[src/hdl/nns_pkg.sv]
`default_nettype none
package nns_pkg;

   localparam int IDX_W              = 6;
   localparam int COORD_W            = 16;
   localparam int POINT_W            = 3 * COORD_W;
   localparam int COUNT_W            = 7;
   localparam int DIST_W             = 36;
   localparam int SQ_W               = 32;
   localparam int SUM_W              = 34;
   localparam int CSR_IDX_W          = 1;
   localparam int MAX_POINTS_DEFAULT = 64;

   localparam logic [DIST_W-1:0]    LIMIT_RESET    = '1;
   localparam logic                 KIND_WRITE     = 1'b0;
   localparam logic                 KIND_QUERY     = 1'b1;
   localparam logic [CSR_IDX_W-1:0] CSR_POINT_COUNT = 1'b0;
   localparam logic [CSR_IDX_W-1:0] CSR_DIST_LIMIT  = 1'b1;

   typedef struct packed {
      logic wr_en;
      logic capture;
      logic fetch;
      logic load;
      logic issue;
      logic finish;
   } nns_cmd_type;

   typedef struct packed {
      logic in_range;
      logic count_zero;
      logic scan_last;
      logic pipe_busy;
      logic rsp_free;
   } nns_status_type;

endpackage
`default_nettype wire

[src/hdl/nns_ctrl.sv]
`default_nettype none
module nns_ctrl (
   input  wire logic                    clock,
   input  wire logic                    reset,
   input  wire logic                    req_valid,
   input  wire logic                    req_kind,
   output logic                         req_ready,
   input  wire nns_pkg::nns_status_type status,
   output nns_pkg::nns_cmd_type         cmd
);
   import nns_pkg::*;

   typedef enum logic [2:0] {
      ST_IDLE,
      ST_FETCH,
      ST_LOAD,
      ST_SCAN,
      ST_DRAIN
   } state_type;

   state_type state_ff;
   state_type state_in;

   always_comb begin
      state_in  = state_ff;
      cmd       = '0;
      req_ready = 1'b0;
      case (state_ff)
         ST_IDLE: begin
            req_ready = 1'b1;
            if (req_valid) begin
               if (req_kind == KIND_WRITE) begin
                  cmd.wr_en = 1'b1;
               end else begin
                  cmd.capture = 1'b1;
                  state_in    = ST_FETCH;
               end
            end
         end
         ST_FETCH: begin
            cmd.fetch = 1'b1;
            state_in  = ST_LOAD;
         end
         ST_LOAD: begin
            cmd.load = 1'b1;
            if (!status.in_range || status.count_zero) begin
               state_in = ST_DRAIN;
            end else begin
               state_in = ST_SCAN;
            end
         end
         ST_SCAN: begin
            cmd.issue = 1'b1;
            if (status.scan_last) begin
               state_in = ST_DRAIN;
            end
         end
         ST_DRAIN: begin
            if (!status.pipe_busy && status.rsp_free) begin
               cmd.finish = 1'b1;
               state_in   = ST_IDLE;
            end
         end
         default: begin
            state_in = ST_IDLE;
         end
      endcase
   end

   always_ff @(posedge clock) begin
      if (reset) begin
         state_ff <= ST_IDLE;
      end else begin
         state_ff <= state_in;
      end
   end

endmodule
`default_nettype wire

[config.mk]
export PLATFORM = sky130hd
export DESIGN_NAME = nns_ctrl
export DESIGN_NICKNAME = d
export VERILOG_FILES = /design/src/hdl/nns_pkg.sv /design/src/hdl/nns_ctrl.sv
export SDC_FILE = /design/constraint.sdc
export NUM_CORES = 1
export LEC_CHECK = 0
export BUFFER_PORTS_ARGS = -buffer_cell sky130_fd_sc_hd__buf_2
export CORE_AREA = 2 2 39 41
export DETAILED_ROUTE_END_ITERATION = 10
export DIE_AREA = 0 0 41 43
export SLEW_MARGIN = 20
export SYNTH_ARGS = -nofsm -noshare
export SYNTH_HDL_FRONTEND = slang
export SYNTH_SLANG_ARGS = --single-unit
[constraint.sdc]
create_clock -name clock -period 1.55 [get_ports clock]
set_input_delay 0.155 -clock clock [delete_from_list [all_inputs] [get_ports clock]]
set_output_delay 0.155 -clock clock [all_outputs]
set_load 0.01 [all_outputs]
; Yosys cells after proc, flatten, opt, wreduce, memory -nomap -nowiden
; Index checks and enable logic that the tools add are counted.
[word_totals]
regBits = 3
output_inout_bits = 7
wordCells = 31
inputBits = 9
[op_classes]
mux = 16
n_reduce_logical = 6
eq_ne = 8
[op_table]
columns = op, count
row1 = $mux 3, 5
row2 = $pmux 3 s5, 1
row3 = $mux 1, 8
row4 = $ne 2x2->1 const B, 4
row5 = $eq 3x2->1 const B, 2
row6 = $mux 2, 2
row7 = $reduce_and 4->1, 1
row8 = $eq 3x1->1 const B, 1
row9 = $eq 3x3->1 const B, 1
row10 = $logic_not 3->1, 1
row11 = $logic_not 1->1, 2
row12 = $logic_and 1x1->1, 1
row13 = $logic_or 1x1->1, 1

; Logic depth before layout (Yosys ltp)
; Gate-level depths: netlist of the first run.
[depth]
word_depth = 4
mapped_depth = 4
depth_no_buf = 4

; Worst setup path after synthesis of the first run
; No wires, ideal clock.
[synth_path]
path_type = register to register
startpoint = register state_ff[0]
endpoint = register state_ff[0]
setup_ns = 0.065
t_required_ns = 1.485
arrival_time_ns = 1.297
setup_slack_ns = 0.187
synth_period_minus_slack_ns = 1.363
path_stages_with_launch = 5
cell_sequence = dfxtp_1 -> or3b_1 -> or3b_1 -> nor4b_1 -> nor2_1
[synth_between]
elab_chain_len = 3
word_cells_on_any_way = 11
cone_classes = eq/ne: 8 / mux: 1 / reduce/logical: 2
[synth_lines]
columns = element, line
row1 = from (decl), nns_ctrl.sv:21  ; state_type state_ff;
row2 = from (signal assigned), nns_ctrl.sv:74  ; state_ff <= state_in;
row3 = "$eq 3x3->1, or another cell as far along", nns_ctrl.sv:28  ; case (state_ff)
row4 = $ne 2x2->1 (no source line), n/a
row5 = $reduce_and 4->1 (no source line), n/a
; Parallel ways exist; a longest one is shown, timed or not.
; A chain may end at the register's enable or synchronous reset.

; Final worst setup path of the first run
; Ends and elaborated chain as after synthesis.

==> results of run 1 <==
-- critical path: stages (launching register included) --
cell and delay, ns:
dfxtp_1 0.33, or3b_1 0.40, or3b_1 0.37, nor4b_1 0.16
nor2_1 0.09
-- metal layers --
metal | GRT usage | vias up | wire (µm)
li1 | - | 147 | -
met1 | 0.0897 | 126 | 266
met2 | 0.122 | 12 | 296
met3 | 0.0628 | 0 | 45
met4 | 0.0600 | 0 | 0
met5 | 0 | - | 0
-- cell families after synthesis --
logic type      after synthesis
compound gates                4
flops                         3
simple gates                 22
-- synth_stat cells --
master    instances
nor2_1            5
dfxtp_1           3
a21oi_1           2
nand2_1           2
nor3_1            2
nor4b_1           2
or2b_2            2
or3b_1            2
a211o_2           1
and2_2            1
and2b_2           1
and3_1            1
and3_2            1
nand3b_1          1
nor2b_1           1
nor3b_1           1
o31a_1            1
-- final cells by class --
class	instances	area, µm²
fillers	164	1020
multi-input cells	26	174
repair buffers	16	82.6
flip-flops and latches	3	60.1
clock buffers	4	26.3
well taps	16	20.0
-- final timing paths --
kind                            startpoint                       end  slack, ns  depth (start not counted)
hold reg to reg   state_ff[0]$_SDFFE_PP0P_  state_ff[1]$_SDFFE_PP0P_       0.76                          3
setup reg to reg  state_ff[0]$_SDFFE_PP0P_  state_ff[0]$_SDFFE_PP0P_       0.13                          4
setup / recovery  state_ff[0]$_SDFFE_PP0P_  state_ff[0]$_SDFFE_PP0P_       0.13                          4
hold / removal                       reset  state_ff[2]$_SDFFE_PP0P_       0.13                          2
-- power by group --
part | total [mW] | switching (mW) | internal [mW]
Clock | 0.139 | 0.0420 | 0.0966
Sequential | 0.146 | 0.0412 | 0.105
Combinational | 0.321 | 0.158 | 0.163
Total | 0.606 | 0.241 | 0.365
-- stage by stage --
stage          utilization  power, mW
3_3_place_gp         0.240      0.458
5_1_grt              0.262      0.664
6_report             0.262      0.606
4_1_cts              0.259      0.603
3_5_place_dp         0.240      0.461
2_1_floorplan            -      0.345
==> results.md, run 1 <==
* Final worst setup slack at 0.128 ns
* Post-CTS Repair Setup Buffers at 0
* Routed WL at 608 µm
* Final Hold Vio Count at 0
* Total negative slack at 0 ns
* Clock Latency Late Sink at roughly 0.23 ns
* Worst EP arrival at 1.59 ns
* Drt pass-1 iters at 4
* Cells after synthesis at 29
* Synth Net Count at 38
* Simple-Gate Fraction of Synth Area at 0.612
* # nets final at between 50 and 60
* Peak VDD IR at 0.396 mV
* Compound-Gate Fraction of Synth Area at 0.126
* Min-delay worst type: in -> reg
* Die ar. at between 0.0015 and 0.002 mm²
* # IOs at 16
* Starting density of the core at 0.165
* Yosys warns at 0
* Vias in the first global route at roughly 250
* Largest family of logic cells by synthesized area: simple AND/OR/NAND/NOR gates
* Max reg flops at 3
* Initial detailed-routing violation count at 8
* Biggest regs: state_ff (3)
* Vias per inst at between 4 and 5
* Die X at about 41 µm
* XOR/XNOR Fraction of Synth Area at 0
* Largest net degree at the start of global routing at 8
* Clock period minus worst slack at between 1 and 1.5 ns
* Largest Register: state_ff
* Die height at about 43 µm
* Largest area contributor in the netlist: dfxtp_1
* Synth area leaders: dfxtp_1, nor2_1, nor4b_1
* Vias at 285
* PwrDens at 1670 mW/mm²
* Crit. End Element: flip-flop
* Status: complete, no violations
* Max Cap Viol at 0
* Sequential share of the synthesized area at 0.262
* Hold buffer count at cts at 0
* CTS tree: done
* CTS buffer count at 3
* Clock skew at approximately 0.005 ns
* FP Rows at 14
* Design area at 363 µm²
* GPL Wtd Cong at approximately 0.66
* Setup violations, final at 0
* Layout Cells excl Fill at 65
* Synth cell types at 17
* Worst-Margin Slew at between 0.2 and 0.3 ns
* Max H-tree Level at 1
* CP Launch Type: flip-flop
* PostCTS Resize Cnt at 0
* RSZ-0062 raised after global routing: no
* Pre-CTS setup slack at roughly 0.14 ns
* Initial antenna violation count at 0
* Fmax achieved at ~700 MHz
* Core ar. at between 0.001 and 0.0015 mm²
* GRT Overall Usage at 0.0883
* Setup Crit Path Kind: reg -> reg
* Clock-pin slew on the worst setup and hold paths at about 0.03 ns
* Wire per inst at between 9 and 10 µm
* Yosys top cell area share at 0.262
* # placed instances at 61
* CP Max Fanout at 5
* Most frequent cells in the layout: buf_2, nor2_1, clkbuf_4, dfxtp_1
* Most common cell after layout, fill and taps aside: buf_2
* Syn_area_per_cell at between 7 and 8 µm²
* ANT nets after route at 0
* Mux cell area share after synthesis at 0
* Count of input and output buffers at 15
* Bufs on Longest Clock Path at 2
* Final HPWL DP at between 400 and 500 µm
* #FFs+latches synth at 3
* Hold_ws at 0.129 ns
* Fin. max-slew vios at 0
* Fraction of layout cells with a size suffix above 1 at 0.531
* Mapped Area at approximately 230 µm²
* Area Growth Syn to Fin at 58.5%
* Clock Sinks at 3
* Antenna Cells at 0
* Post-Synth Adder-Cell Area at 0
* Relative slew slack at 0.800
* Final period util at 0.918
* Pleak at between 0.15 and 0.2 nW
* First-pass GRT wire length at 993 µm
* Post-DP Area at between 300 and 400 µm²
* Root Buffer: clkbuf_4
* DRC violations left at 0
* Total grt overflow at 0
* WP data required at between 1.5 and 2 ns
(Power assumes the default switching activity.)
==> inputs of run 2 (changes only) <==
--- a/config.mk
+++ b/config.mk
@@ -5,8 +5,10 @@
 export SDC_FILE = /design/constraint.sdc
 export NUM_CORES = 1
 export LEC_CHECK = 0
+export ABC_AREA = 1
 export BUFFER_PORTS_ARGS = -buffer_cell sky130_fd_sc_hd__buf_2
 export CORE_AREA = 2 2 39 41
+export CTS_BUF_LIST = sky130_fd_sc_hd__clkbuf_4 sky130_fd_sc_hd__clkbuf_8
 export DETAILED_ROUTE_END_ITERATION = 10
 export DIE_AREA = 0 0 41 43
 export SLEW_MARGIN = 20
==> constraint.sdc (replaced) <==
create_clock -name clock -period 1.25 [get_ports clock]
set_input_delay 0.125 -clock clock [delete_from_list [all_inputs] [get_ports clock]]
set_output_delay 0.125 -clock clock [all_outputs]
set_load 0.01 [all_outputs]
==> results.md, run 2 <==
* Status: complete, no violations (unchanged)
* Worst EP arrival at 1.06 ns (was 1.59 ns)
* Core ar. at 0.00138 mm² (unchanged)
* Initial detailed-routing violation count at 4 (was 8)
* Post-Synth Adder-Cell Area at 0 (unchanged)
* PwrDens at 2280 mW/mm² (was 1670 mW/mm²)
* Crit. End Element: primary output (was flip-flop)
* Min-delay worst type: in -> reg (unchanged)
* # IOs at 16 (unchanged)
* Mux cell area share after synthesis at 0 (unchanged)
* Yosys top cell area share at 0.261 (was 0.262)
* Peak VDD IR at 0.393 mV (was 0.396 mV)
* Max H-tree Level at 1 (unchanged)
* Yosys warns at 0 (unchanged)
* Count of input and output buffers at 15 (unchanged)
* Synth top cells by count: nand2_1, inv_1, nor2_1, nand3_1, dfxtp_1 (was nor2_1, dfxtp_1)
* R2R Setup Slk at 0.22 ns (was 0.13 ns)
* Post-synth EDFFs at 0 (unchanged)
* CP Launch Type: flip-flop (unchanged)
* #FFs+latches synth at 3 (unchanged)
* Fin. max-slew vios at 0 (unchanged)
* Die height at 43 µm (unchanged)
* Compound-Gate Fraction of Synth Area at 0.0272 (was 0.126)
* Clock Sinks at 3 (unchanged)
* XOR/XNOR Fraction of Synth Area at 0 (unchanged)
* Final Hold Vio Count at 0 (unchanged)
* FP Rows at 14 (unchanged)
* ANT nets after route at 0 (unchanged)
* M2 GR Usage at 0.125 (was 0.122)
* Antenna Cells at 0 (unchanged)
* CTS tree: done (unchanged)
* Max reg flops at 3 (unchanged)
* Largest net degree at the start of global routing at 7 (was 8)
* GPL Wtd Cong at 0.706 (was 0.665)
* First-pass GRT wire length at 924 µm (was 993 µm)
* Relative slew slack at 0.851 (was 0.800)
* Synth cell types at 11 (was 17)
* Setup Crit Path Kind: reg -> out (was reg -> reg)
* Largest Register: state_ff (unchanged)
* Fill cells at 163 (was 164)
* Max Cap Viol at 0 (unchanged)
* Largest area contributor in the netlist: dfxtp_1 (unchanged)
* Pre-CTS setup slack at 0.173 ns (was 0.136 ns)
* Initial antenna violation count at 0 (unchanged)
* Die ar. at 0.00176 mm² (unchanged)
* Syn_area_per_cell at 5.48 µm² (was 7.90 µm²)
* Root Buffer: clkbuf_4 (unchanged)
* # nets final at 73 (was 59)
* Most frequent cells in the layout: buf_2, nand2_1, inv_1 (was buf_2, nor2_1, clkbuf_4, dfxtp_1)
* Total grt overflow at 0 (unchanged)
* CP Max Fanout at 5 (unchanged)
* Fmax achieved at approximately 840 MHz
* Wire per inst at 8.14 µm (was 9.35 µm)
* WP data required at 1.12 ns (was 1.72 ns)
* Worst-Margin Slew at 0.221 ns (was 0.296 ns)
* Routed WL at 643 µm (was 608 µm)
* Starting density of the core at 0.166 (was 0.165)
* Biggest regs: state_ff (3) (unchanged)
* Busiest grt layer: met2 (unchanged)
* Clock-pin slew on the worst setup and hold paths at 0.04 ns (was 0.03 ns)
* Drt pass-1 iters at 4 (unchanged)
* Clock skew at 0.00382 ns (was 0.00508 ns)
* Pleak at 0.239 nW (was 0.178 nW)
* WHS Endpoint: state_ff[1]$_SDFFE_PP0P_ (was state_ff[2]$_SDFFE_PP0P_)
* Hold path start: reset (unchanged)
* Clock Latency Late Sink at 0.24 ns (was 0.23 ns)
* Worst R2R Start: state_ff[1]$_SDFFE_PP0P_ (was state_ff[0]$_SDFFE_PP0P_)
* RSZ-0062 raised after global routing: yes (was no)
* R2R Path End: state_ff[0]$_SDFFE_PP0P_ (unchanged)
* Layout Cells excl Fill at 79 (was 65)
* Fraction of layout cells with a size suffix above 1 at 0.492 (was 0.531)
* Simple-Gate Fraction of Synth Area at 0.549 (was 0.612)
* Die X at 41 µm (unchanged)
* Final HPWL DP at 493 µm (was 489 µm)
* Most frequent cell after synthesis: nand2_1 (was nor2_1)
* GRT Overall Usage at 0.0853 (was 0.0883)
* Most common cell after layout, fill and taps aside: buf_2 (unchanged)
* Final worst setup slack at 0.0655 ns (was 0.128 ns)
* Clock period minus worst slack at between 1 and 1.5 ns
* CTS buffer count at 3 (unchanged)
* Most used DFF post-synth: dfxtp_1 (unchanged)
* # placed instances at 73 (was 61)
* Vias per inst at 4.10 (was 4.38)
* Depth of the worst hold-timing path at 4 (was 2)
* Largest family of logic cells by synthesized area: simple AND/OR/NAND/NOR gates (unchanged)
* Synth Net Count at 51 (was 38)
* Synth area leaders: dfxtp_1, nand2_1, inv_1 (was dfxtp_1, nor2_1, nor4b_1)
* Met3 usage at 0.0628 (unchanged)
* Sequential share of the synthesized area at 0.261 (was 0.262)
* Cells after synthesis at 42 (was 29)
* Final period util at 0.948
* Vias in the first global route at 282 (was 246)
* Vias at 324 (was 285)
* DRC violations left at 0 (unchanged)
* Synth async-reset ratio at 0 (unchanged)
* Pwr Total at 888 µW (was 606 µW)
* Final core utilization at 0.281 (was 0.262)
* Mapped Area at 230 µm² (was 229 µm²)
* Depth of the worst register-to-register path at 7 (was 4)
* Setup violations, final at 0 (unchanged)
* Area Growth Syn to Fin at 69.0% (was 58.5%)
* Bufs on Longest Clock Path at 2 (unchanged)
* Routing usage on met1 at 0.0673 (was 0.0897)
[run 2: where the power goes]
part / internal [mW] / switching, mW
logic: 0.218 / 0.265
clock network: 0.142 / 0.0575
registers: 0.149 / 0.0558
total: 0.509 / 0.379
[run 2: worst max-delay path by stage]
| stage | startpoint | endpoint | slack [ns] | cells after the start |
|---|---|---|---|---|
| floorplan | state_ff[1]$_SDFFE_PP0P_ | cmd[5] | 0.22 | 5 |
| global placement | state_ff[0]$_SDFFE_PP0P_ | cmd[5] | 0.21 | 6 |
| detailed placement | state_ff[0]$_SDFFE_PP0P_ | cmd[5] | 0.17 | 6 |
| CTS | state_ff[0]$_SDFFE_PP0P_ | cmd[5] | 0.007 | 6 |
| global route | state_ff[1]$_SDFFE_PP0P_ | cmd[5] | -0.03 | 6 |
| finish | state_ff[1]$_SDFFE_PP0P_ | cmd[5] | 0.07 | 6 |
[run 2: layer usage]
layer,vias up,routed length (µm)
li1,169,-
met2,9,319
met1,144,254
met3,2,49
met5,-,0
met4,0,20
[run 2: critical path: stages (launching register included)]
cell and delay (ns):
dfxtp_4 0.35, nor2_4 0.11, nand2_2 0.07, inv_2 0.05
nand2_1 0.04, nor2_1 0.07, buf_2 0.13
[run 2: kinds of logic after synthesis]
kind of cell	after synthesis
AND/OR/NAND/NOR	28
buffers and inverters	10
flip-flops	3
AO/OA/AOI/OAI	1
[run 2: final cells by class]
type / count / area (µm²) / area share
clock buffer: 4 / 30.0 / 0.0772
inverter: 10 / 37.5 / 0.0965
multi-input combinational: 29 / 143 / 0.367
sequential: 3 / 68.8 / 0.177
tap: 16 / 20.0 / 0.0514
timing repair buffer: 17 / 90.1 / 0.232
[run 2: repair_timing]
action / 4_1_cts / 5_1_grt
pin swaps: 1 / 1
endpoints found under the setup margin: 1 / 2
gates resized for setup: 2 / 7
setup buffers: 1 / 1
hold buffers: 0 / 0
[run 2: metrics by stage]
| stage | setup TNS [ns] | hold WS [ns] | area (µm²) |
|---|---|---|---|
| after floorplan | 0 | 0.290 | 230 |
| after global placement | 0 | 0.395 | 325 |
| after detailed placement | 0 | 0.398 | 325 |
| after CTS | 0 | 0.142 | 367 |
| after global routing | -0.0262 | 0.158 | 389 |
| final | 0 | 0.141 | 389 |
==> inputs of run 3 (changes only) <==
--- a/config.mk
+++ b/config.mk
@@ -11,6 +11,8 @@
 export CTS_BUF_LIST = sky130_fd_sc_hd__clkbuf_4 sky130_fd_sc_hd__clkbuf_8
 export DETAILED_ROUTE_END_ITERATION = 10
 export DIE_AREA = 0 0 41 43
+export PLACE_DENSITY = 0.42
+export SKIP_CTS_REPAIR_TIMING = 1
 export SLEW_MARGIN = 20
 export SYNTH_ARGS = -nofsm -noshare
 export SYNTH_HDL_FRONTEND = slang
==> results.md, run 3 (synthesized netlist as in run 2, its figures left out) <==
* Bufs on Longest Clock Path at 2 (unchanged)
* Biggest regs: state_ff (3) (unchanged)
* Layout Cells excl Fill at 78 (was 79)
* NetSw at 365 µW (was 379 µW)
* Most common cell after layout, fill and taps aside: buf_2 (unchanged)
* Setup violations, final at 0 (unchanged)
* Antenna Cells at 0 (unchanged)
* Fill cells at 163 (unchanged)
* Core ar. at 0.00138 mm² (unchanged)
* Largest Register: state_ff (unchanged)
* Fmax achieved at 829 MHz (was 844 MHz)
* Internal cell power at 487 µW (was 509 µW)
* Fraction of layout cells with a size suffix above 1 at 0.484 (was 0.492)
* CTS tree: done (unchanged)
* Most frequent cells in the layout: buf_2, nand2_1, inv_1 (unchanged)
* Final period util at 0.965 (was 0.948)
* Largest net degree at the start of global routing at 7 (unchanged)
* # placed instances at 73 (unchanged)
* Vias at 299 (was 324)
* CTS buffer count at 3 (unchanged)
* Starting density of the core at 0.166 (unchanged)
* Clock Sinks at 3 (unchanged)
* GPL Wtd Cong at 0.655 (was 0.706)
* CP Launch Type: flip-flop (unchanged)
* Min-delay worst type: in -> reg (unchanged)
* Total grt overflow at 0 (unchanged)
* Worst-Margin Slew at 0.221 ns (about the same)
* First-pass GRT wire length at 924 µm (unchanged)
* Design area at 379 µm² (was 389 µm²)
* Die X at 41 µm (unchanged)
* Clock power share at 0.228 (was 0.224)
* Clock skew at 0.000457 ns (was 0.00382 ns)
* Crit. End Element: primary output (unchanged)
* Final core utilization at 0.274 (was 0.281)
* CP Max Fanout at 6 (was 5)
* Status: complete, no violations (unchanged)
* Clock-pin slew on the worst setup and hold paths at 0.04 ns (about the same)
* Vias in the first global route at 264 (was 282)
* Count of input and output buffers at 15 (unchanged)
* Worst EP arrival at 1.08 ns (was 1.06 ns)
* Vias per inst at 3.83 (was 4.10)
* Max reg flops at 3 (unchanged)
* Clock Latency Late Sink at 0.24 ns (about the same)
* Peak VDD IR at 0.503 mV (was 0.393 mV)
* GRT Overall Usage at 0.0871 (was 0.0853)
* Fin. max-slew vios at 0 (unchanged)
* Setup Crit Path Kind: reg -> out (unchanged)
* Die ar. at 0.00176 mm² (unchanged)
* Root Buffer: clkbuf_4 (unchanged)
* Wire per inst at 7.54 µm (was 8.14 µm)
* Die height at 43 µm (unchanged)
* Footprint of the multi-input gates at 143 µm² (unchanged)
* Relative slew slack at 0.851 (about the same)
* Total negative slack at 0 ns (unchanged)
* Final HPWL DP at 484 µm (was 493 µm)
* RSZ-0062 raised after global routing: yes (unchanged)
* Sequential cell area at 66.3 µm² (was 68.8 µm²)
* DRC violations left at 0 (unchanged)
* Post-DP Area at 325 µm² (unchanged)
* Initial antenna violation count at 0 (unchanged)
* Max H-tree Level at 1 (unchanged)
* Drt pass-1 iters at 4 (unchanged)
* PwrDens at 2250 mW/mm² (was 2280 mW/mm²)
* # IOs at 16 (unchanged)
* Routed WL at 588 µm (was 643 µm)
* Sw frac at 0.428 (was 0.426)
* Pleak at 0.234 nW (was 0.239 nW)
* ANT nets after route at 0 (unchanged)
* Final Hold Vio Count at 0 (unchanged)
* Comb power frac at 0.537 (was 0.544)
* WP data required at 1.12 ns (about the same)
* FP Rows at 14 (unchanged)
* Seq pwr share at 0.235 (was 0.231)
* Initial detailed-routing violation count at 6 (was 4)
* Max Cap Viol at 0 (unchanged)
* # nets final at 72 (was 73)
* Clock period minus worst slack at 1.21 ns (was 1.18 ns)
* Area Growth Syn to Fin at 64.7% (was 69.0%)
[run 3: cell count changes in the layout (fill, tap and decap cells not counted), sizes merged]
| cell | delta |
|---|---|
| buf | -1 |
[run 3: worst max-delay path, stage by stage (launching register included)]
cell and delay, ns:
dfxtp_4 0.36, nor2_4 0.12, nand2_2 0.08, inv_2 0.05, nand2_1 0.04, nor2_1 0.07
buf_2 0.13
[run 3: metrics by stage]
step | total power, mW | hold WS [ns] | setup WS [ns]
finish | 0.852 | 0.135 | 0.0442
detailed placement | 0.579 | 0.388 | 0.176
CTS | 0.780 | 0.136 | -0.0793
floorplan | 0.452 | 0.290 | 0.223
global route | 0.943 | 0.162 | -0.0325
global placement | 0.578 | 0.394 | 0.208
[run 3: path summary, 6_finish.rpt]
check	from	endpoint	slack [ns]	depth (start not counted)
worst max-delay path	state_ff[0]$_SDFFE_PP0P_	cmd[5]	0.04	6
worst min-delay path	reset	state_ff[0]$_SDFFE_PP0P_	0.13	4
worst max register to register	state_ff[2]$_SDFFE_PP0P_	state_ff[0]$_SDFFE_PP0P_	0.28	7
worst min register to register	state_ff[0]$_SDFFE_PP0P_	state_ff[0]$_SDFFE_PP0P_	0.61	4
[run 3: layout make-up]
type                       instances  share of cell area
tap                               16              0.0528
multi-input combinational         29               0.376
sequential                         3               0.175
inverter                          10              0.0990
timing repair buffer              16               0.218
clock buffer                       4              0.0792
[run 3: power by group through the flow]
| stage | clock, mW | sequential (mW) | combinational, mW |
|---|---|---|---|
| after floorplan | 0 | 0.169 | 0.282 |
| after global placement | 0 | 0.179 | 0.400 |
| after detailed placement | 0 | 0.177 | 0.402 |
| after CTS | 0.202 | 0.176 | 0.402 |
| after global routing | 0.208 | 0.207 | 0.529 |
| final | 0.194 | 0.200 | 0.458 |
[run 3: per-layer routing]
layer / global-route usage / wire (µm) / up-vias
met2: 0.125 / 260 / 11
met4: 0.100 / 27 / 0
met1: 0.0732 / 251 / 117
met5: 0 / 0 / -
li1: - / - / 167
met3: 0.0471 / 49 / 4
